**config.mk**
```make
export PLATFORM = sky130hd
export DESIGN_NAME = line_point_generator
export DESIGN_NICKNAME = d
export VERILOG_FILES = /design/src/hdl/lpg_pkg.sv /design/src/hdl/lpg_fifo.sv /design/src/hdl/lpg_front.sv /design/src/hdl/lpg_back.sv /design/src/hdl/line_point_generator.sv
export SDC_FILE = /design/constraint.sdc
export NUM_CORES = 1
export LEC_CHECK = 0
export ABC_AREA = 1
export BUFFER_PORTS_ARGS = -buffer_cell sky130_fd_sc_hd__buf_2
export CAP_MARGIN = 30
export CELL_PAD_IN_SITES_DETAIL_PLACEMENT = 1
export CELL_PAD_IN_SITES_GLOBAL_PLACEMENT = 1
export CORE_AREA = 2 2 232 234
export DETAILED_ROUTE_END_ITERATION = 8
export DIE_AREA = 0 0 234 236
export GPL_ROUTABILITY_DRIVEN = 0
export MAX_ROUTING_LAYER = met4
export PLACE_DENSITY_LB_ADDON = 0.25
export SLEW_MARGIN = 10
export SYNTH_ARGS = -nofsm -noshare
export SYNTH_HDL_FRONTEND = slang
export SYNTH_SLANG_ARGS = --single-unit
```
**constraint.sdc**
```tcl
create_clock -name clk -period 7.2 [get_ports clk]
set_input_delay 2.16 -clock clk [delete_from_list [all_inputs] [get_ports clk]]
set_output_delay 2.16 -clock clk [all_outputs]
set_load 0.01 [all_outputs]
```
**src/hdl/lpg_pkg.sv**
```systemverilog
`default_nettype none

package lpg_pkg;

    // Coordinate width is fixed by the request and result formats.
    localparam int COORD_BITS = 16;
    localparam int DX_BITS    = COORD_BITS + 1;   // |dx| magnitude
    localparam int NDY_BITS   = COORD_BITS + 2;   // -|dy|, signed
    localparam int ERR_BITS   = COORD_BITS + 3;   // error term, signed
    localparam int E2_BITS    = ERR_BITS + 1;     // doubled error term

    localparam int LPG_CMD_DEPTH = 2;
    localparam int LPG_RES_DEPTH = 2;

    typedef logic signed [COORD_BITS-1:0] coord_t;
    typedef logic        [DX_BITS-1:0]    dx_t;
    typedef logic signed [NDY_BITS-1:0]   ndy_t;
    typedef logic signed [ERR_BITS-1:0]   err_t;
    typedef logic signed [E2_BITS-1:0]    e2_t;

    typedef enum logic {
        KIND_LOAD    = 1'b0,
        KIND_ADVANCE = 1'b1
    } kind_t;

    typedef struct packed {
        kind_t  kind;
        coord_t start_x;
        coord_t start_y;
        coord_t end_x;
        coord_t end_y;
    } request_t;

    typedef struct packed {
        logic   point_valid;
        coord_t point_x;
        coord_t point_y;
        logic   point_last;
    } result_t;

    // Classified request handed from the front to the back.
    typedef struct packed {
        logic   load;
        coord_t cur_x;
        coord_t cur_y;
        coord_t target_x;
        coord_t target_y;
        dx_t    delta_x;
        ndy_t   neg_delta_y;
        logic   step_x_neg;
        logic   step_y_neg;
        err_t   error_term;
        logic   last;
    } cmd_t;

endpackage

`default_nettype wire

```
**src/hdl/lpg_fifo.sv**
```systemverilog
`default_nettype none

module lpg_fifo
    import lpg_pkg::*;
#(
    parameter type T     = logic,
    parameter int  DEPTH = 2
)
(
    input  wire logic clk,
    input  wire logic rst_n,
    input  wire logic push,
    input  wire T     wr_data,
    output logic      full,
    input  wire logic pop,
    output T          rd_data,
    output logic      empty
);

    localparam int PW = (DEPTH > 1) ? $clog2(DEPTH) : 1;
    localparam int CW = $clog2(DEPTH + 1);

    T                mem_reg [DEPTH];
    logic [PW-1:0]   wr_ptr_reg, wr_ptr_next;
    logic [PW-1:0]   rd_ptr_reg, rd_ptr_next;
    logic [CW-1:0]   count_reg, count_next;
    logic            push_ok;
    logic            pop_ok;

    assign full    = (count_reg == CW'(DEPTH));
    assign empty   = (count_reg == '0);
    assign push_ok = push && !full;
    assign pop_ok  = pop && !empty;
    assign rd_data = mem_reg[rd_ptr_reg];

    always_comb
    begin
        wr_ptr_next = wr_ptr_reg;
        rd_ptr_next = rd_ptr_reg;
        count_next  = count_reg;
        if (push_ok)
        begin
            wr_ptr_next = (wr_ptr_reg == PW'(DEPTH - 1)) ? '0 : wr_ptr_reg + 1'b1;
        end
        if (pop_ok)
        begin
            rd_ptr_next = (rd_ptr_reg == PW'(DEPTH - 1)) ? '0 : rd_ptr_reg + 1'b1;
        end
        if (push_ok && !pop_ok)
        begin
            count_next = count_reg + 1'b1;
        end
        else if (pop_ok && !push_ok)
        begin
            count_next = count_reg - 1'b1;
        end
    end

    always_ff @(posedge clk or negedge rst_n)
    begin
        if (!rst_n)
        begin
            wr_ptr_reg <= '0;
            rd_ptr_reg <= '0;
            count_reg  <= '0;
        end
        else
        begin
            wr_ptr_reg <= wr_ptr_next;
            rd_ptr_reg <= rd_ptr_next;
            count_reg  <= count_next;
        end
    end

    // Storage holds payload only.
    always_ff @(posedge clk)
    begin
        if (push_ok)
        begin
            mem_reg[wr_ptr_reg] <= wr_data;
        end
    end

endmodule

`default_nettype wire

```
**src/hdl/lpg_front.sv**
```systemverilog
`default_nettype none

module lpg_front
    import lpg_pkg::*;
(
    input  wire request_t request,
    output cmd_t          cmd
);

    logic signed [COORD_BITS:0] dx_raw;
    logic signed [COORD_BITS:0] dy_raw;
    logic signed [COORD_BITS:0] dx_abs;
    logic signed [COORD_BITS:0] dy_abs;
    dx_t                        dx;
    ndy_t                       ndy;

    always_comb
    begin
        // Widen by one bit so the difference cannot wrap.
        dx_raw = {request.end_x[COORD_BITS-1], request.end_x}
               - {request.start_x[COORD_BITS-1], request.start_x};
        dy_raw = {request.end_y[COORD_BITS-1], request.end_y}
               - {request.start_y[COORD_BITS-1], request.start_y};
        dx_abs = dx_raw[COORD_BITS] ? -dx_raw : dx_raw;
        dy_abs = dy_raw[COORD_BITS] ? -dy_raw : dy_raw;
        dx     = dx_t'(dx_abs);
        ndy    = -ndy_t'({1'b0, dy_abs});

        cmd.load        = (request.kind == KIND_LOAD);
        cmd.cur_x       = request.start_x;
        cmd.cur_y       = request.start_y;
        cmd.target_x    = request.end_x;
        cmd.target_y    = request.end_y;
        cmd.delta_x     = dx;
        cmd.neg_delta_y = ndy;
        cmd.step_x_neg  = !(request.start_x < request.end_x);
        cmd.step_y_neg  = !(request.start_y < request.end_y);
        cmd.error_term  = err_t'($signed({1'b0, dx})) + err_t'(ndy);
        cmd.last        = (request.start_x == request.end_x)
                       && (request.start_y == request.end_y);
    end

endmodule

`default_nettype wire

```
**src/hdl/lpg_back.sv**
```systemverilog
`default_nettype none

module lpg_back
    import lpg_pkg::*;
(
    input  wire logic clk,
    input  wire logic rst_n,
    input  wire logic fire,
    input  wire cmd_t cmd,
    output result_t   res
);

    coord_t cur_x_reg, cur_x_next;
    coord_t cur_y_reg, cur_y_next;
    coord_t target_x_reg, target_x_next;
    coord_t target_y_reg, target_y_next;
    dx_t    delta_x_reg, delta_x_next;
    ndy_t   neg_delta_y_reg, neg_delta_y_next;
    logic   step_x_neg_reg, step_x_neg_next;
    logic   step_y_neg_reg, step_y_neg_next;
    err_t   error_term_reg, error_term_next;
    logic   finished_reg, finished_next;

    e2_t    e2;
    e2_t    ndy_wide;
    e2_t    dx_wide;
    logic   take_x;
    logic   take_y;
    coord_t step_x;
    coord_t step_y;
    logic   at_end;

    always_comb
    begin
        e2       = {error_term_reg, 1'b0};
        ndy_wide = e2_t'(neg_delta_y_reg);
        dx_wide  = e2_t'($signed({1'b0, delta_x_reg}));
        take_x   = (e2 >= ndy_wide);
        take_y   = (e2 <= dx_wide);
        step_x   = step_x_neg_reg ? cur_x_reg - coord_t'(1) : cur_x_reg + coord_t'(1);
        step_y   = step_y_neg_reg ? cur_y_reg - coord_t'(1) : cur_y_reg + coord_t'(1);

        cur_x_next       = cur_x_reg;
        cur_y_next       = cur_y_reg;
        target_x_next    = target_x_reg;
        target_y_next    = target_y_reg;
        delta_x_next     = delta_x_reg;
        neg_delta_y_next = neg_delta_y_reg;
        step_x_neg_next  = step_x_neg_reg;
        step_y_neg_next  = step_y_neg_reg;
        error_term_next  = error_term_reg;
        finished_next    = finished_reg;
        at_end           = 1'b0;
        res              = '0;

        if (cmd.load)
        begin
            cur_x_next       = cmd.cur_x;
            cur_y_next       = cmd.cur_y;
            target_x_next    = cmd.target_x;
            target_y_next    = cmd.target_y;
            delta_x_next     = cmd.delta_x;
            neg_delta_y_next = cmd.neg_delta_y;
            step_x_neg_next  = cmd.step_x_neg;
            step_y_neg_next  = cmd.step_y_neg;
            error_term_next  = cmd.error_term;
            finished_next    = cmd.last;
            res.point_valid  = 1'b1;
            res.point_x      = cmd.cur_x;
            res.point_y      = cmd.cur_y;
            res.point_last   = cmd.last;
        end
        else if (!finished_reg)
        begin
            // Both tests use the error term from before this step.
            error_term_next = error_term_reg
                            + (take_x ? err_t'(neg_delta_y_reg) : '0)
                            + (take_y ? err_t'($signed({1'b0, delta_x_reg})) : '0);
            if (take_x)
            begin
                cur_x_next = step_x;
            end
            if (take_y)
            begin
                cur_y_next = step_y;
            end
            at_end          = (cur_x_next == target_x_reg) && (cur_y_next == target_y_reg);
            finished_next   = at_end;
            res.point_valid = 1'b1;
            res.point_x     = cur_x_next;
            res.point_y     = cur_y_next;
            res.point_last  = at_end;
        end
    end

    always_ff @(posedge clk or negedge rst_n)
    begin
        if (!rst_n)
        begin
            cur_x_reg       <= '0;
            cur_y_reg       <= '0;
            target_x_reg    <= '0;
            target_y_reg    <= '0;
            delta_x_reg     <= '0;
            neg_delta_y_reg <= '0;
            step_x_neg_reg  <= 1'b0;
            step_y_neg_reg  <= 1'b0;
            error_term_reg  <= '0;
            finished_reg    <= 1'b1;
        end
        else if (fire)
        begin
            cur_x_reg       <= cur_x_next;
            cur_y_reg       <= cur_y_next;
            target_x_reg    <= target_x_next;
            target_y_reg    <= target_y_next;
            delta_x_reg     <= delta_x_next;
            neg_delta_y_reg <= neg_delta_y_next;
            step_x_neg_reg  <= step_x_neg_next;
            step_y_neg_reg  <= step_y_neg_next;
            error_term_reg  <= error_term_next;
            finished_reg    <= finished_next;
        end
    end

endmodule

`default_nettype wire

```
**src/hdl/line_point_generator.sv**
```systemverilog
`default_nettype none

// Channel   Handshake        Payload     Direction
// request   push / full      request_t   into the block
// result    pop / empty      result_t    out of the block
//
// One request per cycle sustained while the result queue has room; a taken
// request is registered in the request queue, its result in the result queue,
// and only then shows on the ports. The error-term update loop sets the rate.
// Reset clears both queues and marks no line loaded.
// A full result queue stalls the back end; the request queue keeps taking
// requests until it fills, then full rises.

module line_point_generator
    import lpg_pkg::*;
#(
    parameter int CMD_DEPTH = LPG_CMD_DEPTH,
    parameter int RES_DEPTH = LPG_RES_DEPTH
)
(
    input  wire logic     clk,
    input  wire logic     rst_n,
    input  wire logic     push,
    input  wire request_t request,
    output logic          full,
    input  wire logic     pop,
    output result_t       result,
    output logic          empty
);

    cmd_t    front_cmd;
    cmd_t    back_cmd;
    result_t back_res;
    logic    cmd_empty;
    logic    res_full;
    logic    back_fire;

    // Classify the request and precompute the line setup for loads.
    lpg_front u_front
    (
        .request (request),
        .cmd     (front_cmd)
    );

    // Decouple the front from the stepping back end.
    lpg_fifo #(
        .T     (cmd_t),
        .DEPTH (CMD_DEPTH)
    ) u_cmd_q
    (
        .clk     (clk),
        .rst_n   (rst_n),
        .push    (push),
        .wr_data (front_cmd),
        .full    (full),
        .pop     (back_fire),
        .rd_data (back_cmd),
        .empty   (cmd_empty)
    );

    // Advance the back end only when a command waits and the result has room.
    assign back_fire = !cmd_empty && !res_full;

    lpg_back u_back
    (
        .clk   (clk),
        .rst_n (rst_n),
        .fire  (back_fire),
        .cmd   (back_cmd),
        .res   (back_res)
    );

    // Hold results until the consumer pops them.
    lpg_fifo #(
        .T     (result_t),
        .DEPTH (RES_DEPTH)
    ) u_res_q
    (
        .clk     (clk),
        .rst_n   (rst_n),
        .push    (back_fire),
        .wr_data (back_res),
        .full    (res_full),
        .pop     (pop),
        .rd_data (result),
        .empty   (empty)
    );

`ifndef ASSERT_OFF
    a_last_needs_valid: assert property (@(posedge clk) disable iff (!rst_n)
        !empty |-> (result.point_valid || !result.point_last))
        else $error("last flag set on a result without a point");

    a_invalid_is_zero: assert property (@(posedge clk) disable iff (!rst_n)
        (!empty && !result.point_valid) |->
            (result.point_x == '0) && (result.point_y == '0))
        else $error("result without a point carries coordinates");

    a_taken_request_queued: assert property (@(posedge clk) disable iff (!rst_n)
        (push && !full) |=> !cmd_empty)
        else $error("accepted request missing from the request queue");

    a_fire_fills_result: assert property (@(posedge clk) disable iff (!rst_n)
        back_fire |=> !empty)
        else $error("back end step produced no queued result");
`endif

endmodule

`default_nettype wire

```
=== After elaboration in Yosys (flattened, before gate mapping) ===
Memory sizes are Yosys's and may differ from the RTL's.
Index checks and enable logic that the tools add are counted.

* $add $sub $neg: 20
* Magnitude comparators: 4
* Equality and inequality tests: 7
* Muxes and demuxes: 34
* Bitwise gates (word level): 1
* Reduce and logical (&&, ||, !) cells: 27

{| class="wikitable"
|+ Operator list
! kind !! number
|-
| $mux 16 || 12
|-
| $mux 34 || 2
|-
| $eq 16x16->1 || 4
|-
| $mux 19 || 3
|-
| $mux 17 || 3
|-
| $add 19x19->19 || 2
|-
| $neg 17->17 || 2
|-
| $sub 16x16->17 || 2
|-
| $add 16x2->16 const B || 2
|-
| $lt 16x16->1 || 2
|-
| $sub 16x2->16 const B || 2
|-
| $ge 20x18->1 || 1
|-
| $le 20x18->1 || 1
|-
| $add 18x18->19 || 1
|-
| $neg 17->18 || 1
|-
| $logic_and 1x1->1 || 11
|-
| $logic_not 1->1 || 10
|-
| $mux 1 || 10
|-
| $mux 2 || 4
|-
| $add 1x1->1 const B || 4
|-
| $add 2x1->2 const B || 2
|-
| $eq 2x2->1 const B || 2
|-
| $logic_not 2->1 || 2
|-
| $reduce_and 2->1 || 2
|-
| other kinds (4) || 6
|}

* Register bits after elaboration: 129
* Bits in writable memories: 312
* Input bits: 69
* Output and inout port bits: 36
* Word-level logic and storage cells: 111
* Memories kept: 2

{| class="wikitable"
|+ Memory list
! name !! depth !! width !! read ports !! clocked after Yosys merged registers in !! wr ports !! RTL line !! RTL
|-
| u_cmd_q.mem_reg || 2 || 122 || 1 || 0 || 1 || lpg_fifo.sv:23 || <nowiki>T mem_reg [DEPTH];</nowiki>
|-
| u_res_q.mem_reg || 2 || 34 || 1 || 0 || 1 || lpg_fifo.sv:23 ||
|}

=== Logic depth before layout (Yosys ltp) ===
* Depth in word-level cells: 9
* Mapped depth: 35
* Depth with buffers taken out: 34

=== By module ===
From an unflattened synthesis, not the netlist that was laid out.

* Cell total of the unflattened synthesis: 3110
* Area total of the unflattened synthesis: 26625.5 µm²

{| class="wikitable"
|+ By module, submodules not included
! module !! instances !! cells an instance !! area an instance (µm²) !! seq. area each (µm²)
|-
| lpg_back || 1 || 1449 || 10152.2 || 3029.2
|-
| lpg_fifo (u_cmd_q) || 1 || 669 || 9128.8 || 7427.1
|-
| lpg_front || 1 || 782 || 4629.4 || 0.0
|-
| lpg_fifo (u_res_q) || 1 || 209 || 2711.4 || 2142.1
|-
| line_point_generator || 1 || 1 || 3.8 || 0.0
|}

=== Least setup slack after synthesis ===
No wires, ideal clock.

* Path type: input port to flip-flop
* Start point: input push
* End point: memory u_cmd_q.mem_reg[1][0] (netlist bit), enable pin
* Data arrival time: 7.394 ns
* Data required time: 6.594 ns
* Path slack: -0.800 ns
* Stages: 2
* Buffers on the path: 0
* Path through: o21ai_0 > nor2_1

* Longest elaborated chain between the ends: 3

{| class="wikitable"
|+ Ends and longest elaborated chain
! item !! RTL line !! RTL
|-
| start, declared || line_point_generator.sv:23 || <nowiki>input wire logic push,</nowiki>
|-
| $logic_and 1x1->1 || lpg_fifo.sv:32 || <nowiki>assign push_ok = push && !full;</nowiki>
|-
| $mux 1 || lpg_fifo.sv:78 || <nowiki>if (push_ok)</nowiki>
|-
| $mux 1 (implied by the code) || lpg_fifo.sv:80 || <nowiki>mem_reg[wr_ptr_reg] <= wr_data;</nowiki>
|-
| end, declared || lpg_fifo.sv:23 ||
|}

No other way between the ends.

==> impl_metrics.json <==
{
  "ys_seq_area_share_pct": 50.3,
  "critical_path_arrival_ns": 6.96,
  "hpwl_um": 57700,
  "synth_area_leader_cell": "edfxtp_1",
  "yosys_register_bits": 441,
  "layout_common_cells": "nand2_1, inv_1, edfxtp_1, nor2_1, nand3_1",
  "yosysWarnings": 0,
  "die_h_um": 236,
  "overflow": 0,
  "synth_nets": 3067,
  "clock.fmax_mhz": 151,
  "clock_path_buffers": 3,
  "avgSynthCellArea_um2": 8.83,
  "rows": 85,
  "grt_pass1_wl_um": 122000,
  "ys_async_sr_fraction_pct": 29.3,
  "maxCapViolations": 0,
  "ios": 105,
  "synth_edf_count": 312,
  "worst_path_max_delay_cell": "fa_1",
  "cts-root-buf": "clkbuf_16",
  "skew_ns": 0.0295,
  "synth-main-ff-cell": "edfxtp_1",
  "critPathRequiredTime_ns": 7.54,
  "clk_latency_ns": 0.60,
  "antenna_found_initial": 4,
  "first_pass_iters": 5,
  "startpoint_type": "input port",
  "initial_core_util_pct": 47.2,
  "drtAntennaViolNets": 0,
  "final_util_pct": 52.8,
  "layout_commonest_cell": "nand2_1",
  "pre_cts_ws_ns": 0.0877,
  "final_nets": 3164,
  "drive_above_1_share_pct": 9.58,
  "crit_fanout": 12,
  "cts_resized": 0,
  "htree_levels": 2,
  "postCtsSetupBuffers": 0,
  "synthCells": 2838,
  "largest_reg_flops": 244,
  "hold_viol": 0,
  "portBuffers": 104,
  "synth_area_leaders": "edfxtp_1, dfrtp_1, nand2_1",
  "tns_ns": 0,
  "layout-area-overhead-vs-synth_pct": 11.9,
  "synthesis.area_um2": 25000,
  "relSlewSlack_pct": 36.5,
  "first_iter_violations": 1413,
  "route.detailed.drc": 0,
  "worstMarginPinSlew_ns": 0.943,
  "numCtsBuffers": 48,
  "grt_start_max_net_pins": 124,
  "setup_ws_ns": 0.584,
  "clk_pin_slew_worst_paths_ns": 0.06,
  "dieWidth_um": 234,
  "synth_cell_types": 47,
  "wire_per_inst_um": 21.5,
  "synth_top_area_share_pct": 37.4,
  "die-area_um2": 55200,
  "outcome": "completed",
  "hold_class": "flop to flop",
  "core_area_um2": 53100,
  "max_stage_delay_ns": 0.42,
  "avgViaCountPerCell": 5.63,
  "grt_use_total_pct": 29.7,
  "wl_um": 78900,
  "cp-end-kind": "flop",
  "critPathKind": "input port to flop",
  "grt_pass1_vias": 21700,
  "cts_sinks": 441,
  "slew_violations": 0,
  "rsz0062_at_grt": "false",
  "period_minus_slack_ns": 6.62,
  "fin_crit_sh_pct": 91.9,
  "n_fill_cell": 6217,
  "holdBufCountCts": 0,
  "finalSetupViolCount": 0,
  "vias": 20700,
  "cts_tree": "yes"
}
==> synth_stat cells, types with 6 or more instances <==
| library cell | count |
|---|---|
| nand3_2 | 7 |
| nand2_1 | 830 |
| xnor2_1 | 30 |
| o21bai_1 | 11 |
| ha_1 | 137 |
| dfrtp_1 | 128 |
| nand4_1 | 32 |
| clkbuf_1 | 68 |
| buf_1 | 9 |
| a31oi_1 | 100 |
| xor2_1 | 78 |
| o21ai_0 | 123 |
| nor3_1 | 19 |
| nor4_1 | 6 |
| edfxtp_1 | 312 |
| nand2_2 | 24 |
| inv_1 | 322 |
| nor2_2 | 7 |
| nand3_1 | 147 |
| nand3b_1 | 14 |
| nor2_1 | 212 |
| or2_2 | 14 |
| fa_1 | 23 |
| a21oi_1 | 133 |
==> kinds of logic (layout without fill, tap and decap cells) <==
group / Yosys count / count (layout) / share of synthesized area, %
simple gates: 1324 / 1324 / 22.2
flops: 441 / 441 / 50.3
buf+inv: 413 / 549 / 6.27
compound gates: 390 / 390 / 8.64
other cells: 0 / 5 / 0
fa+ha+maj: 160 / 160 / 8.68
xor+xnor: 110 / 110 / 3.91
==> layer usage <==
layer / vias to the layer above / global-route usage (%) / wire length (um)
met5: - / - / 0
met2: 558 / 47.0 / 37100
met1: 10300 / 38.8 / 34500
met4: 0 / 10.2 / 2800
met3: 170 / 4.93 / 4460
li1: 9624 / - / -
==> metrics by stage <==
| stage | std cells | hold WS, ns | cell area, um^2 |
|---|---|---|---|
| after floorplan | 2838 | 0.473 | 25100 |
| after global placement | 3579 | 0.499 | 26400 |
| after detailed placement | 3581 | 0.504 | 26400 |
| after CTS | 3670 | 0.528 | 28000 |
| after global routing | 3674 | 0.550 | 28000 |
| final | 3675 | 0.529 | 28000 |
==> worst max-delay path: cells and delay by family <==
kind	cells	cell delay, ns
adders and majority gates	4	1.21
xor gates and xnor gates	1	0.37
AOI/OAI and AO/OA	6	1.23
and+or+nand+nor	20	1.64
buffers and inverters	4	0.31
==> final timing paths <==
check,start,endpoint,slack (ns),cells past startpoint
worst max register to register,u_back.delta_x_reg[16]$_DFFE_PN0P_,u_back.error_term_reg[15]$_DFFE_PN0P_,0.61,29
min in group asynchronous,rst_n,u_back.cur_y_reg[11]$_DFFE_PN0P_,1.52,1
worst max-delay path,request[0],u_cmd_q.mem_reg[0][16]$_DFFE_PP_,0.58,35
worst min-delay path,u_back.cur_y_reg[15]$_DFFE_PN0P_,u_back.cur_y_reg[15]$_DFFE_PN0P_,0.53,2
worst min register to register,u_back.cur_y_reg[15]$_DFFE_PN0P_,u_back.cur_y_reg[15]$_DFFE_PN0P_,0.53,2
max in group asynchronous,rst_n,u_back.delta_x_reg[2]$_DFFE_PN0P_,4.48,2
==> cell type report <==
type	instances	area [um^2]	area share [%]
Inverter	329	1240	4.41
Clock inverter	26	264	0.942
Timing Repair Buffer	131	800	2.85
Clock buffer	63	1340	4.77
Sequential cell	441	12600	44.9
Multi-Input combinational cell	1984	10900	38.9
Tap cell	696	871	3.11
Antenna cell	5	12.5	0.0446
Power is left out: the tool's default activity adds up to more than one toggle a clock period on the data nets, which glitch-free logic cannot reach.
